File: src/design/rotated_sprite_quad_batcher_assert.svh
// Assertion macros for the rotated sprite quad batcher.
`ifndef ROTATED_SPRITE_QUAD_BATCHER_ASSERT_SVH
`define ROTATED_SPRITE_QUAD_BATCHER_ASSERT_SVH
`ifndef SYNTH
`define RSQB_ASSERT_IMP(label, clk, rst, ante, cons) \
  label: assert property (@(posedge clk) disable iff (rst) (ante) |-> (cons)) \
    else $error("rsqb assertion failed");
`define RSQB_ASSERT_NXT(label, clk, rst, ante, cons) \
  label: assert property (@(posedge clk) disable iff (rst) (ante) |=> (cons)) \
    else $error("rsqb assertion failed");
`else
`define RSQB_ASSERT_IMP(label, clk, rst, ante, cons)
`define RSQB_ASSERT_NXT(label, clk, rst, ante, cons)
`endif
`endif

File: src/design/rsqb_pkg.sv
// Shared types, constants and tables of the rotated sprite quad batcher.
package rsqb_pkg;

  localparam int POS_W   = 24;
  localparam int TEX_W   = 16;
  localparam int UV_W    = 16;
  localparam int RGBA_W  = 32;
  localparam int SLOT_W  = 13;
  localparam int ANG_W   = 16;
  localparam int OP_W    = 2;
  localparam int CFG_A_W = 1;

  localparam int TRIG_W     = 18;          // Q1.14 cos/sin with headroom
  localparam int TRIG_FRAC  = 14;
  localparam int CORDIC_N   = 14;
  localparam int ITER_W     = 4;
  localparam int CORDIC_X0  = 9949;        // 1/K scaled to Q1.14

  localparam int CTR_W      = POS_W + 2;   // 2*left + width + 1
  localparam int PROD_W     = POS_W + TRIG_W;
  localparam int ACC_W      = 44;
  localparam int OUT_SHIFT  = 15;
  localparam int RND_W      = ACC_W - OUT_SHIFT;

  localparam int BATCH_VERTICES_DEF = 4096;
  localparam int QUAD_VERTS         = 4;

  localparam logic [TEX_W-1:0] WHITE_TEX_RST   = '0;
  localparam logic [TEX_W-1:0] INVALID_TEX_RST = '1;

  localparam logic [OP_W-1:0] OP_DRAW  = 2'd0;
  localparam logic [OP_W-1:0] OP_BEGIN = 2'd1;
  localparam logic [OP_W-1:0] OP_END   = 2'd2;

  localparam logic KIND_VERTEX = 1'b0;
  localparam logic KIND_FLUSH  = 1'b1;

  localparam logic [CFG_A_W-1:0] REG_WHITE   = 1'b0;
  localparam logic [CFG_A_W-1:0] REG_INVALID = 1'b1;

  typedef struct packed {
    logic                     done;
    logic signed [TRIG_W-1:0] cos_q;
    logic signed [TRIG_W-1:0] sin_q;
  } trig_t;

  // atan(2^-i) in binary-angle units (65536 per turn)
  function automatic logic [ANG_W-3:0] atan_step(input logic [ITER_W-1:0] i);
    logic [ANG_W-3:0] v;
    case (i)
      4'd0:    v = 14'd8192;
      4'd1:    v = 14'd4836;
      4'd2:    v = 14'd2555;
      4'd3:    v = 14'd1297;
      4'd4:    v = 14'd651;
      4'd5:    v = 14'd326;
      4'd6:    v = 14'd163;
      4'd7:    v = 14'd81;
      4'd8:    v = 14'd41;
      4'd9:    v = 14'd20;
      4'd10:   v = 14'd10;
      4'd11:   v = 14'd5;
      4'd12:   v = 14'd3;
      4'd13:   v = 14'd1;
      default: v = 14'd0;
    endcase
    return v;
  endfunction

endpackage

File: src/design/rsqb_cordic.sv
// Iterative CORDIC cosine/sine of a 16-bit binary angle, one step per cycle.
module rsqb_cordic import rsqb_pkg::*; (
  input  logic             clk,
  input  logic             rst,
  input  logic             start,
  input  logic [ANG_W-1:0] angle,
  output trig_t            trig
);

  logic signed [TRIG_W-1:0] x, y;
  logic signed [ANG_W-1:0]  z;
  logic [1:0]               quad;
  logic [ITER_W-1:0]        iter;
  logic                     run;
  logic                     map;

  logic signed [TRIG_W-1:0] xs, ys, x_next, y_next;
  logic signed [ANG_W-1:0]  z_step, z_next;

  always_comb begin
    xs     = x >>> iter;
    ys     = y >>> iter;
    z_step = $signed({2'b00, atan_step(iter)});
    if (!z[ANG_W-1]) begin
      x_next = x - ys;
      y_next = y + xs;
      z_next = z - z_step;
    end else begin
      x_next = x + ys;
      y_next = y - xs;
      z_next = z + z_step;
    end
  end

  always_ff @(posedge clk) begin
    if (rst) begin
      run       <= 1'b0;
      map       <= 1'b0;
      trig.done <= 1'b0;
    end else begin
      if (start) begin
        x         <= TRIG_W'(CORDIC_X0);
        y         <= '0;
        z         <= $signed({2'b00, angle[ANG_W-3:0]});
        quad      <= angle[ANG_W-1:ANG_W-2];
        iter      <= '0;
        run       <= 1'b1;
        trig.done <= 1'b0;
      end else if (run) begin
        x         <= x_next;
        y         <= y_next;
        z         <= z_next;
        iter      <= iter + 1'b1;
        trig.done <= 1'b0;
        if (iter == ITER_W'(CORDIC_N - 1)) begin
          run <= 1'b0;
          map <= 1'b1;
        end
      end else if (map) begin
        map       <= 1'b0;
        trig.done <= 1'b1;
        // quadrant fold from the top two angle bits
        case (quad)
          2'd0: begin trig.cos_q <= x;  trig.sin_q <= y;  end
          2'd1: begin trig.cos_q <= -y; trig.sin_q <= x;  end
          2'd2: begin trig.cos_q <= -x; trig.sin_q <= -y; end
          default: begin trig.cos_q <= y; trig.sin_q <= -x; end
        endcase
      end else begin
        trig.done <= 1'b0;
      end
    end
  end

endmodule

File: src/design/rotated_sprite_quad_batcher.sv
// Top level of the rotated sprite quad batcher: command sequencer, shared MAC, result register.
//
// Takes sprite draw and frame begin/end commands and turns each draw into four
// rotated quad vertices, grouped into batches by texture. A draw naming the
// invalid texture id uses the white texture. If the texture differs from the
// bound one, or four more vertices would pass BATCH_VERTICES, a flush item
// (kind 1, slot = vertex count, batch_texture = old texture) goes out first,
// only when the batch holds vertices. Corners are rotated about the sprite
// centre by a 14-step CORDIC cos/sin (Q1.14), positions are Q16.8 rounded
// half up and saturated to 24 bits, uv is Q4.12 and the colour passes through.
// Triangle indices are implied by slot: s, s+1, s+2, s+2, s+3, s.
// Begin frame drops the batch without a flush and binds the invalid id; end
// frame flushes a non-empty batch with last = 1; op 3 is ignored.
// Throughput: one command at a time, cmd_ready only while idle. A draw runs
// through setup (which loads any flush item and starts the CORDIC), the
// CORDIC loop (load, 14 steps, quadrant fold, handoff), the four products on
// the shared 24x18 multiplier, then per vertex two accumulate steps and the
// result load. Begin frame is handled in idle; end frame with a non-empty
// batch passes through the flush state.
// A stalled result channel stretches the result loads.
// The result register lets the next step run while a result waits.
// Configuration (cfg_addr 0: white texture, 1: invalid id) is always ready
// and is meant to be written while the block is idle.
`include "rotated_sprite_quad_batcher_assert.svh"

module rotated_sprite_quad_batcher import rsqb_pkg::*; #(
  parameter int BATCH_VERTICES = BATCH_VERTICES_DEF
) (
  input  logic                     clk,
  input  logic                     rst,
  // configuration write channel
  input  logic                     cfg_valid,
  output logic                     cfg_ready,
  input  logic [CFG_A_W-1:0]       cfg_addr,
  input  logic [TEX_W-1:0]         cfg_data,
  // command channel
  input  logic                     cmd_valid,
  output logic                     cmd_ready,
  input  logic [OP_W-1:0]          op,
  input  logic signed [POS_W-1:0]  pos_left,
  input  logic signed [POS_W-1:0]  pos_top,
  input  logic signed [POS_W-1:0]  width,
  input  logic signed [POS_W-1:0]  height,
  input  logic [TEX_W-1:0]         texture,
  input  logic [RGBA_W-1:0]        rgba,
  input  logic [ANG_W-1:0]         angle,
  input  logic signed [UV_W-1:0]   u_start,
  input  logic signed [UV_W-1:0]   v_start,
  input  logic signed [UV_W-1:0]   u_end,
  input  logic signed [UV_W-1:0]   v_end,
  // result channel
  output logic                     res_valid,
  input  logic                     res_ready,
  output logic                     kind,
  output logic signed [POS_W-1:0]  vert_x,
  output logic signed [POS_W-1:0]  vert_y,
  output logic signed [UV_W-1:0]   tex_u,
  output logic signed [UV_W-1:0]   tex_v,
  output logic [RGBA_W-1:0]        vert_rgba,
  output logic [SLOT_W-1:0]        slot,
  output logic [TEX_W-1:0]         batch_texture,
  output logic                     last
);

  // sequencer states
  localparam logic [2:0] S_IDLE   = 3'd0;
  localparam logic [2:0] S_FLUSH  = 3'd1;  // flush item out and CORDIC start; back to idle after an end-frame flush
  localparam logic [2:0] S_CORDIC = 3'd2;
  localparam logic [2:0] S_MUL    = 3'd3;  // w*c, w*s, h*c, h*s
  localparam logic [2:0] S_ADDA   = 3'd4;  // centre +- width term
  localparam logic [2:0] S_ADDB   = 3'd5;  // +- height term
  localparam logic [2:0] S_EMIT   = 3'd6;  // round, saturate, load result

  logic [2:0] state;

  // configuration and batch state
  logic [TEX_W-1:0]  white_id, sentinel_id;
  logic [TEX_W-1:0]  bound_texture;
  logic [SLOT_W-1:0] batch_count;

  // pending flush
  logic              flush_pend, flush_last;
  logic [SLOT_W-1:0] flush_cnt;
  logic [TEX_W-1:0]  flush_tex;

  // latched draw
  logic signed [POS_W-1:0] w_q, h_q;
  logic signed [UV_W-1:0]  u0_q, v0_q, u1_q, v1_q;
  logic [RGBA_W-1:0]       rgba_q;
  logic [ANG_W-1:0]        angle_q;
  logic signed [ACC_W-1:0] cx, cy;    // centre * 2^15 plus the rounding half

  // products and accumulators
  logic signed [PROD_W-1:0] p_wc, p_ws, p_hc, p_hs;
  logic signed [ACC_W-1:0]  ax, ay;
  logic [1:0]               mcnt, vcnt;

  trig_t trig;
  logic  cordic_start;

  // combinational helpers
  logic [TEX_W-1:0]         tex_r;
  logic                     rebind;
  logic signed [CTR_W-1:0]  ctr_x, ctr_y;
  logic signed [TRIG_W-1:0] mul_b;
  logic signed [POS_W-1:0]  mul_a;
  logic signed [PROD_W-1:0] mul_p;
  logic                     neg_w, neg_h;
  logic signed [ACC_W-1:0]  t_wc, t_ws, t_hc, t_hs;
  logic                     out_free, load_flush, load_vert;

  function automatic logic signed [POS_W-1:0] sat_pos(input logic signed [ACC_W-1:0] a);
    logic signed [RND_W-1:0] r;
    logic [RND_W-POS_W:0]    hi;
    r  = a[ACC_W-1:OUT_SHIFT];
    hi = r[RND_W-1:POS_W-1];
    if (&hi || ~|hi) begin
      return r[POS_W-1:0];
    end else if (r[RND_W-1]) begin
      return {1'b1, {(POS_W-1){1'b0}}};
    end else begin
      return {1'b0, {(POS_W-1){1'b1}}};
    end
  endfunction

  rsqb_cordic u_cordic (
    .clk   (clk),
    .rst   (rst),
    .start (cordic_start),
    .angle (angle_q),
    .trig  (trig)
  );

  assign cfg_ready = 1'b1;
  assign cmd_ready = (state == S_IDLE);
  assign out_free  = !res_valid || res_ready;

  always_comb begin
    tex_r  = (texture == sentinel_id) ? white_id : texture;
    rebind = (bound_texture != tex_r) ||
             ((32'(batch_count) + 32'(QUAD_VERTS)) > 32'(BATCH_VERTICES));
    ctr_x  = {pos_left[POS_W-1], pos_left, 1'b0} + {{2{width[POS_W-1]}}, width}
             + CTR_W'(1);
    ctr_y  = {pos_top[POS_W-1], pos_top, 1'b0} + {{2{height[POS_W-1]}}, height}
             + CTR_W'(1);
  end

  // shared multiplier: mcnt[1] picks w/h, mcnt[0] picks cos/sin
  assign mul_a = mcnt[1] ? h_q : w_q;
  assign mul_b = mcnt[0] ? trig.sin_q : trig.cos_q;
  assign mul_p = mul_a * mul_b;

  // corner 0 (-w,h), 1 (w,h), 2 (w,-h), 3 (-w,-h)
  assign neg_w = (vcnt == 2'd0) || (vcnt == 2'd3);
  assign neg_h = (vcnt == 2'd0) || (vcnt == 2'd1);

  assign t_wc = {{(ACC_W-PROD_W){p_wc[PROD_W-1]}}, p_wc};
  assign t_ws = {{(ACC_W-PROD_W){p_ws[PROD_W-1]}}, p_ws};
  assign t_hc = {{(ACC_W-PROD_W){p_hc[PROD_W-1]}}, p_hc};
  assign t_hs = {{(ACC_W-PROD_W){p_hs[PROD_W-1]}}, p_hs};

  assign load_flush   = (state == S_FLUSH) && flush_pend && out_free;
  assign load_vert    = (state == S_EMIT) && out_free;
  assign cordic_start = (state == S_FLUSH) && (!flush_pend || out_free) && !flush_last;

  // configuration registers
  always_ff @(posedge clk) begin
    if (rst) begin
      white_id    <= WHITE_TEX_RST;
      sentinel_id <= INVALID_TEX_RST;
    end else if (cfg_valid && cfg_ready) begin
      case (cfg_addr)
        REG_WHITE:   white_id    <= cfg_data;
        REG_INVALID: sentinel_id <= cfg_data;
        default:     ;
      endcase
    end
  end

  // sequencer and batch state
  always_ff @(posedge clk) begin
    if (rst) begin
      state         <= S_IDLE;
      bound_texture <= INVALID_TEX_RST;
      batch_count   <= '0;
      flush_pend    <= 1'b0;
      flush_last    <= 1'b0;
      mcnt          <= '0;
      vcnt          <= '0;
    end else begin
      case (state)
        S_IDLE: begin
          if (cmd_valid) begin
            case (op)
              OP_DRAW: begin
                w_q        <= width;
                h_q        <= height;
                u0_q       <= u_start;
                v0_q       <= v_start;
                u1_q       <= u_end;
                v1_q       <= v_end;
                rgba_q     <= rgba;
                angle_q    <= angle;
                cx         <= {{(ACC_W-CTR_W-TRIG_FRAC){ctr_x[CTR_W-1]}}, ctr_x,
                               {TRIG_FRAC{1'b0}}};
                cy         <= {{(ACC_W-CTR_W-TRIG_FRAC){ctr_y[CTR_W-1]}}, ctr_y,
                               {TRIG_FRAC{1'b0}}};
                flush_last <= 1'b0;
                flush_pend <= rebind && (batch_count != '0);
                flush_cnt  <= batch_count;
                flush_tex  <= bound_texture;
                if (rebind) begin
                  batch_count   <= '0;
                  bound_texture <= tex_r;
                end
                state <= S_FLUSH;
              end
              OP_BEGIN: begin
                batch_count   <= '0;
                bound_texture <= sentinel_id;
              end
              OP_END: begin
                if (batch_count != '0) begin
                  flush_pend  <= 1'b1;
                  flush_last  <= 1'b1;
                  flush_cnt   <= batch_count;
                  flush_tex   <= bound_texture;
                  batch_count <= '0;
                  state       <= S_FLUSH;
                end
              end
              default: ;
            endcase
          end
        end
        S_FLUSH: begin
          if (!flush_pend || out_free) begin
            flush_pend <= 1'b0;
            flush_last <= 1'b0;
            state      <= flush_last ? S_IDLE : S_CORDIC;
          end
        end
        S_CORDIC: begin
          if (trig.done) begin
            mcnt  <= '0;
            state <= S_MUL;
          end
        end
        S_MUL: begin
          case (mcnt)
            2'd0:    p_wc <= mul_p;
            2'd1:    p_ws <= mul_p;
            2'd2:    p_hc <= mul_p;
            default: p_hs <= mul_p;
          endcase
          mcnt <= mcnt + 1'b1;
          if (mcnt == 2'd3) begin
            vcnt  <= '0;
            state <= S_ADDA;
          end
        end
        S_ADDA: begin
          ax    <= neg_w ? (cx - t_wc) : (cx + t_wc);
          ay    <= neg_w ? (cy - t_ws) : (cy + t_ws);
          state <= S_ADDB;
        end
        S_ADDB: begin
          // x takes -dy*sin, y takes +dy*cos
          ax    <= neg_h ? (ax - t_hs) : (ax + t_hs);
          ay    <= neg_h ? (ay + t_hc) : (ay - t_hc);
          state <= S_EMIT;
        end
        S_EMIT: begin
          if (out_free) begin
            batch_count <= batch_count + 1'b1;
            vcnt        <= vcnt + 1'b1;
            state       <= (vcnt == 2'd3) ? S_IDLE : S_ADDA;
          end
        end
        default: state <= S_IDLE;
      endcase
    end
  end

  // result register
  always_ff @(posedge clk) begin
    if (rst) begin
      res_valid <= 1'b0;
    end else if (load_flush || load_vert) begin
      res_valid <= 1'b1;
    end else if (res_ready) begin
      res_valid <= 1'b0;
    end
  end

  always_ff @(posedge clk) begin
    if (load_flush) begin
      kind          <= KIND_FLUSH;
      vert_x        <= '0;
      vert_y        <= '0;
      tex_u         <= '0;
      tex_v         <= '0;
      vert_rgba     <= '0;
      slot          <= flush_cnt;
      batch_texture <= flush_tex;
      last          <= flush_last;
    end else if (load_vert) begin
      kind          <= KIND_VERTEX;
      vert_x        <= sat_pos(ax);
      vert_y        <= sat_pos(ay);
      tex_u         <= neg_w ? u0_q : u1_q;
      tex_v         <= neg_h ? v1_q : v0_q;
      vert_rgba     <= rgba_q;
      slot          <= batch_count;
      batch_texture <= bound_texture;
      last          <= (vcnt == 2'd3);
    end
  end

  // a flush never carries an empty batch
  `RSQB_ASSERT_IMP(a_flush_nonempty, clk, rst, res_valid && kind == KIND_FLUSH, slot != '0)
  // batches grow by whole quads, so the closing vertex of a draw sits on slot 3 mod 4
  `RSQB_ASSERT_IMP(a_last_slot, clk, rst, res_valid && kind == KIND_VERTEX,
                   last == (slot[1:0] == 2'b11))
  // a draw does not leave the sequencer idle: cmd_ready is low after it is taken
  `RSQB_ASSERT_NXT(a_draw_busy, clk, rst, cmd_valid && cmd_ready && op == OP_DRAW,
                   !cmd_ready)

endmodule
File: config.mk
export PLATFORM = sky130hd
export DESIGN_NAME = rotated_sprite_quad_batcher
export DESIGN_NICKNAME = d
export VERILOG_FILES = /design/src/design/rsqb_pkg.sv /design/src/design/rsqb_cordic.sv /design/src/design/rotated_sprite_quad_batcher.sv
export VERILOG_INCLUDE_DIRS = /design/src /design/src/design
export SDC_FILE = /design/constraint.sdc
export NUM_CORES = 2
export LEC_CHECK = 0
export BUFFER_PORTS_ARGS = -buffer_cell sky130_fd_sc_hd__buf_2
export CAP_MARGIN = 25
export CORE_ASPECT_RATIO = 1.5
export CORE_MARGIN = 10
export CORE_UTILIZATION = 45
export CTS_CLUSTER_DIAMETER = 50
export DETAILED_ROUTE_END_ITERATION = 8
export GPL_TIMING_DRIVEN = 1
export PLACE_DENSITY_LB_ADDON = 0.1
export SLEW_MARGIN = 0
export SYNTH_ARGS = -nofsm -noshare
export SYNTH_HDL_FRONTEND = slang
export SYNTH_HIERARCHICAL = 1
export SYNTH_SLANG_ARGS = --single-unit
File: constraint.sdc
create_clock -name clk -period 20.9 [get_ports clk]
set_clock_uncertainty 0.2 [all_clocks]
set_input_delay 3.135 -clock clk [delete_from_list [all_inputs] [get_ports clk]]
set_output_delay 3.135 -clock clk [all_outputs]
set_load 0.01 [all_outputs]
Word-level counts from Yosys, hierarchy flattened. Memory sizes are Yosys's and may differ from the RTL's. A register that Yosys moved wholly into a read port is not among the register bits. Index checks and enable logic that the tools add are counted.

ROM bits: 224. Memories: 1. Bits in registers: 808. Output and inout port bits: 146. Bits of input ports: 248.

Memory list: (name not given) (words 16, bits a word 14, read ports 1, clocked after Yosys merged registers in 1, write ports 0, RTL line rsqb_pkg.sv:50) `case (i)`.

Shift operators: 2. $add $sub $neg: 25. $lt $le $gt $ge: 1. Reductions and logical operators: 60. Multiply operators: 1. Bitwise operators: 5. Muxes and demuxes: 75. Equal/unequal tests: 30.

Operators with widths (count): $mux W44 (4); $pmux W44 S2 (2); $mux W16 (9); $mux W24 (5); $pmux W36 S3 (1); $mux W13 (7); $mux W18 (5); $add A44 B42 Y44 (2); $sub A44 B42 Y44 (2); $add A40 B42 Y43 (2); $sub A40 B42 Y43 (2); $pmux W16 S2 (2); $add A25 B24 Y26 (2); $add A26 B1 Y26 const B (2); $pmux W13 S2 (2); $mul A24 B18 Y42 (1); $pmux W13 S3 (1); $add A18 B18 Y18 (2); $neg A18 Y18 (2); $sshr A18 B4 Y18 (2); $sub A18 B18 Y18 (2); $mux W3 (7); $pmux W3 S7 (1); $reduce_bool A2 Y1 (10); other kinds (42) (122).

Logic depth before layout (Yosys ltp).
Depth after elaboration: 8. Depth in mapped cells: 29.

Cells and area by module. Netlist, hierarchy kept.

Modules (own cells, without submodules): rotated_sprite_quad_batcher (area an instance 55712.2 µm², times used 1, cells each 5808, seq. area each 19508.7 µm²); rsqb_cordic (area an instance 10192.3 µm², times used 1, cells each 1109, seq. area each 3163.0 µm²).

Worst setup path before layout. No wires, ideal clock.

Kind: input port to flip-flop. Start: input port rst. End: register angle_q[0] (enable). Setup slack: 2005 ps. Stages: 2. Data required time: 19654 ps. Setup time: 1046 ps. Arrival time: 17649 ps. Path through: clkbuf_1 -> nor3_1.

Word-level cells in the longest chain between the ends: 2.

Ends and longest elaborated chain: start, declared (RTL line rotated_sprite_quad_batcher.sv:30) `input logic rst,`; $not A1 Y1 (no source line); $reduce_and A4 Y1 (no source line); end signal, assigned (RTL line rotated_sprite_quad_batcher.sv:203) `angle_q <= angle;`; end, declared (RTL line rotated_sprite_quad_batcher.sv:90) `logic [ANG_W-1:0] angle_q;`.

No other way between the ends. A chain may end at the register's enable or synchronous reset.

Worst setup path in the final report.
Start: register mcnt[1]. End: register p_hc[40], data pin.

Word-level cells in the longest chain between the ends: 2.

Ends and longest elaborated chain: start, declared (RTL line rotated_sprite_quad_batcher.sv:96) `logic [1:0] mcnt, vcnt;`; start signal, assigned (RTL line rotated_sprite_quad_batcher.sv:256) `mcnt <= mcnt + 1'b1;`; $mux W24 (RTL line rotated_sprite_quad_batcher.sv:149) `assign mul_a = mcnt[1] ? h_q : w_q;`; $mul A24 B18 Y42 (RTL line rotated_sprite_quad_batcher.sv:151) `assign mul_p = mul_a * mul_b;`; named net mul_p[40] (RTL line rotated_sprite_quad_batcher.sv:107) `logic signed [PROD_W-1:0] mul_p;`; end signal, assigned (RTL line rotated_sprite_quad_batcher.sv:253) `2'd2: p_hc <= mul_p;`; end, declared (RTL line rotated_sprite_quad_batcher.sv:94) `logic signed [PROD_W-1:0] p_wc, p_ws, p_hc, p_hs;`.

The timed path passes the listed nets, and every way through them passes these cells.

==> results.md <==
* Sequential area share after synthesis at 0.344
* Maximum number of pins on one net before global-route repair at 162
* Vias per Instance at 5.55
* Switching component of the power at 1.82 mW
* Die height at 489 um
* Outcome: complete, no violations
* Worst Hold Path Cells at 0
* Width of the die at 332 um
* Clock transition at the registers of the reported paths at 0.06 ns
* Ranking of synthesized cells by area: sky130_fd_sc_hd__edfxtp_1 28%, sky130_fd_sc_hd__fa_1 13%, sky130_fd_sc_hd__ha_1 8.1%
* Iteration count of the initial detailed-routing pass at 5
* Count of input and output buffers at 392
* Max Clk Rate at 113 MHz
* Path length in cells of the critical path at 24
* Global-route wire length before repair at 306 mm
* Area grow syn2layout at 11.2%
* Switching share of power at 0.333
* Sequential power share at 0.376
* Element type at the critical path end: flip-flop
* Reg2Reg Depth at 24
* Transition time at the pin with the least slew margin at 1.13 ns
* Number of core rows at 171
* Largest area contributor in the netlist: sky130_fd_sc_hd__edfxtp_1
* Final std cell area, no fill at 73300 um^2
* Power density relative to cell area at 74.5 nW/um^2
* Number of endpoints failing setup at the final stage at 0
* Average cell area after synthesis at 9.53 um^2
* Number of global-route vias before repair at 52283
* Number of design-rule violations left by the first detailed-router iteration at 2963
* Main synth FF type: sky130_fd_sc_hd__edfxtp_1
* Total core area at 145000 um^2
* Largest stage delay on the critical path at 0.83 ns
* Hold/Removal Path Class: flip-flop to flip-flop
* Initial Utilization at 0.454
* Slowest library cell on the worst path: sky130_fd_sc_hd__mux2i_1
* Worst VDD drop at 0.0767 mV
* Count of pins over their slew limit at 0
* Overflow left after global routing at 0
* I/O Pins at 394
* Number of standard cells after synthesis at 6917
* Last weighted congestion value of the routability-driven placer at 0.967
* Antenna viol nets, final at 0
* Postcts setup bufs at 0
* Latest clock arrival within the worst-skew pair at 0.74 ns
* Arrival time worst endpoint at 9.13 ns
* Int Power at 3.64 mW
* Final Net Count at 8292
* Slew HR at 0.248
* WL/cell at 21.8 um
* DP Wirelength at 157 mm
* Proportion of layout cells with a drive suffix above 1 at 0.114
* Most repeated library cell on the critical path: sky130_fd_sc_hd__fa_1
* Post-Synthesis Net Count at 8025
* RSZ-0062 raised after global routing: no
* Portion of total power attributed to the clock network at 0.335
* Number of library cell types mapped by synthesis at 103
* Number of hold violations in the final report at 0
* Share of the synthesized area in the top cell type at 0.283
* Number of design rule violations left after detail routing at 0
* Final Critical Period at 8.82 ns
* Synth warnings at 6
* Max-capacitance violation count at 0
* Fin crit share at 0.422
* Worst EP required at 21.21 ns
* Leakage at 30.7 nW
* Die area at 162000 um^2
* Worst path top cell family by delay: adder cells
* Post-synth design cell area at 65900 um^2
* Initial antenna violation count at 8
* PostCTS Resize Cnt at 0
* Sequence of cells on the critical path: buf_4 > mux2i_1 > nor2_1 > fa_1 > inv_1 > fa_1 > fa_1 > fa_1 > inv_1 > fa_1 > inv_1 > fa_1 > inv_1 > ha_1 > nand3_1 > a2111oi_0 > a211oi_1 > a21oi_1 > o21a_1 > o21ai_0 > a211o_1 > nand4_1 > o211ai_1 > xnor2_1
* Overall global routing resource usage at 0.241
* Post-synth EDFFs at 621
* Maximum buffer depth of the clock tree at 3
* H-tree Lvls at 3
* Max FO, Critical Path at 39
* Root Buffer: sky130_fd_sc_hd__clkbuf_16
* Total clock buffers created by CTS at 99
* Final total negative setup slack at 0 ns
* Clock tree from TritonCTS: yes
* Total of hold buffers inserted after clock tree synthesis at 0
* Crit path buf inv count at 5
* Total power at 5.46 mW
* Fraction of registers with async set or reset after synthesis at 0
* Routed WL at 200 mm
* Cell area after placement at 69700 um^2
* TritonCTS sink count at 822
* Number of synthesized register bits at 822
* Share of power burned in combinational logic at 0.289
* CP startpoint kind: flip-flop
* Total number of vias at 50889
* Crit Path Category: flip-flop to flip-flop
==> placed cells by master (no fill, tap or decap), types with 119 or more instances in the layout <==
| master | instances |
|---|---|
| sky130_fd_sc_hd__a21oi_1 | 495 |
| sky130_fd_sc_hd__buf_2 | 393 |
| sky130_fd_sc_hd__dfxtp_1 | 199 |
| sky130_fd_sc_hd__edfxtp_1 | 621 |
| sky130_fd_sc_hd__fa_1 | 434 |
| sky130_fd_sc_hd__ha_1 | 425 |
| sky130_fd_sc_hd__inv_1 | 731 |
| sky130_fd_sc_hd__mux2i_1 | 119 |
| sky130_fd_sc_hd__nand2_1 | 799 |
| sky130_fd_sc_hd__nor2_1 | 633 |
| sky130_fd_sc_hd__nor3_1 | 121 |
| sky130_fd_sc_hd__o21ai_0 | 322 |
| sky130_fd_sc_hd__xnor2_1 | 261 |
| sky130_fd_sc_hd__xor2_1 | 212 |
==> flip-flops by register name, indices dropped and copies added (netlist names), 26 cells and up <==
signal         flops
ax                44
ay                44
p_hc              42
p_hs              42
p_wc              42
p_ws              42
u_cordic/trig     37
rgba_q            32
vert_rgba         32
cx                26
cy                26
==> metrics by stage <==
step / setup slack, ns / utilization / hold WS [ns] / cells
after CTS: 12.01 / 0.504 / 0.221 / 9169
after global placement: 12.09 / 0.480 / 0.203 / 8978
after global routing: 11.43 / 0.505 / 0.224 / 9175
final: 12.08 / 0.505 / 0.219 / 9176
after floorplan: 2.00 / - / 0.200 / 6917
after detailed placement: 12.00 / 0.480 / 0.207 / 8982
==> per-layer routing <==
metal  routed length [um]  share of wire  vias to the layer above  global-route usage
met5                    0              0                        -                   0
met4                 6710          0.034                        0              0.0863
met3                11900          0.060                      293              0.0386
met2                97700           0.49                     1420               0.420
met1                83400           0.42                    24812               0.299
li1                     -              -                    24364                   -
==> Yosys cell counts, types with 69 or more instances <==
| cell | n |
|---|---|
| sky130_fd_sc_hd__a21o_1 | 105 |
| sky130_fd_sc_hd__nand2b_1 | 69 |
| sky130_fd_sc_hd__xnor2_1 | 261 |
| sky130_fd_sc_hd__inv_1 | 732 |
| sky130_fd_sc_hd__edfxtp_1 | 621 |
| sky130_fd_sc_hd__nand3_1 | 99 |
| sky130_fd_sc_hd__dfxtp_1 | 201 |
| sky130_fd_sc_hd__ha_1 | 426 |
| sky130_fd_sc_hd__nand2_1 | 801 |
| sky130_fd_sc_hd__xor2_1 | 212 |
| sky130_fd_sc_hd__mux2i_1 | 122 |
| sky130_fd_sc_hd__fa_1 | 434 |
| sky130_fd_sc_hd__a21oi_1 | 495 |
| sky130_fd_sc_hd__o21ai_0 | 322 |
| sky130_fd_sc_hd__clkbuf_1 | 241 |
| sky130_fd_sc_hd__nor3_1 | 122 |
| sky130_fd_sc_hd__nor2_1 | 637 |
==> power groups by stage <==
stage	Combinational (mW)	Sequential, mW	Clock [mW]
after floorplan	1.05	2.09	0
after global placement	1.55	2.09	0
after detailed placement	1.58	2.09	0
after CTS	1.59	2.05	1.88
after global routing	1.78	2.06	1.95
final	1.58	2.05	1.83
==> kinds of logic after synthesis <==
logic type / after synthesis / synth area share
compound gates: 1434 / 0.135
other cells: 1 / 0.0000569
fa+ha+maj: 860 / 0.213
buf+inv: 1025 / 0.0589
flops: 822 / 0.344
simple gates: 2073 / 0.142
mux: 229 / 0.0445
xor+xnor: 473 / 0.0629
==> path summary, 6_finish.rpt <==
check,start,to,slack [ns]
worst max-delay path,mcnt[1],p_hc[40],12.08
worst min register to register,angle_q[14],u_cordic/quad[0],0.22
worst max register to register,mcnt[1],p_hc[40],12.08
worst min-delay path,angle_q[14],u_cordic/quad[0],0.22
==> final cells by class <==
type / instances / area (um^2)
Sequential cell: 822 / 22700
Tap cell: 1903 / 2380
Clock buffer: 122 / 2690
Fill cell: 13656 / 72000
Antenna cell: 3 / 7.51
Timing Repair Buffer: 456 / 2490
Clock inverter: 65 / 852
Multi-Input combinational cell: 5070 / 39500
Inverter: 735 / 2760
(Power assumes the default switching activity.)
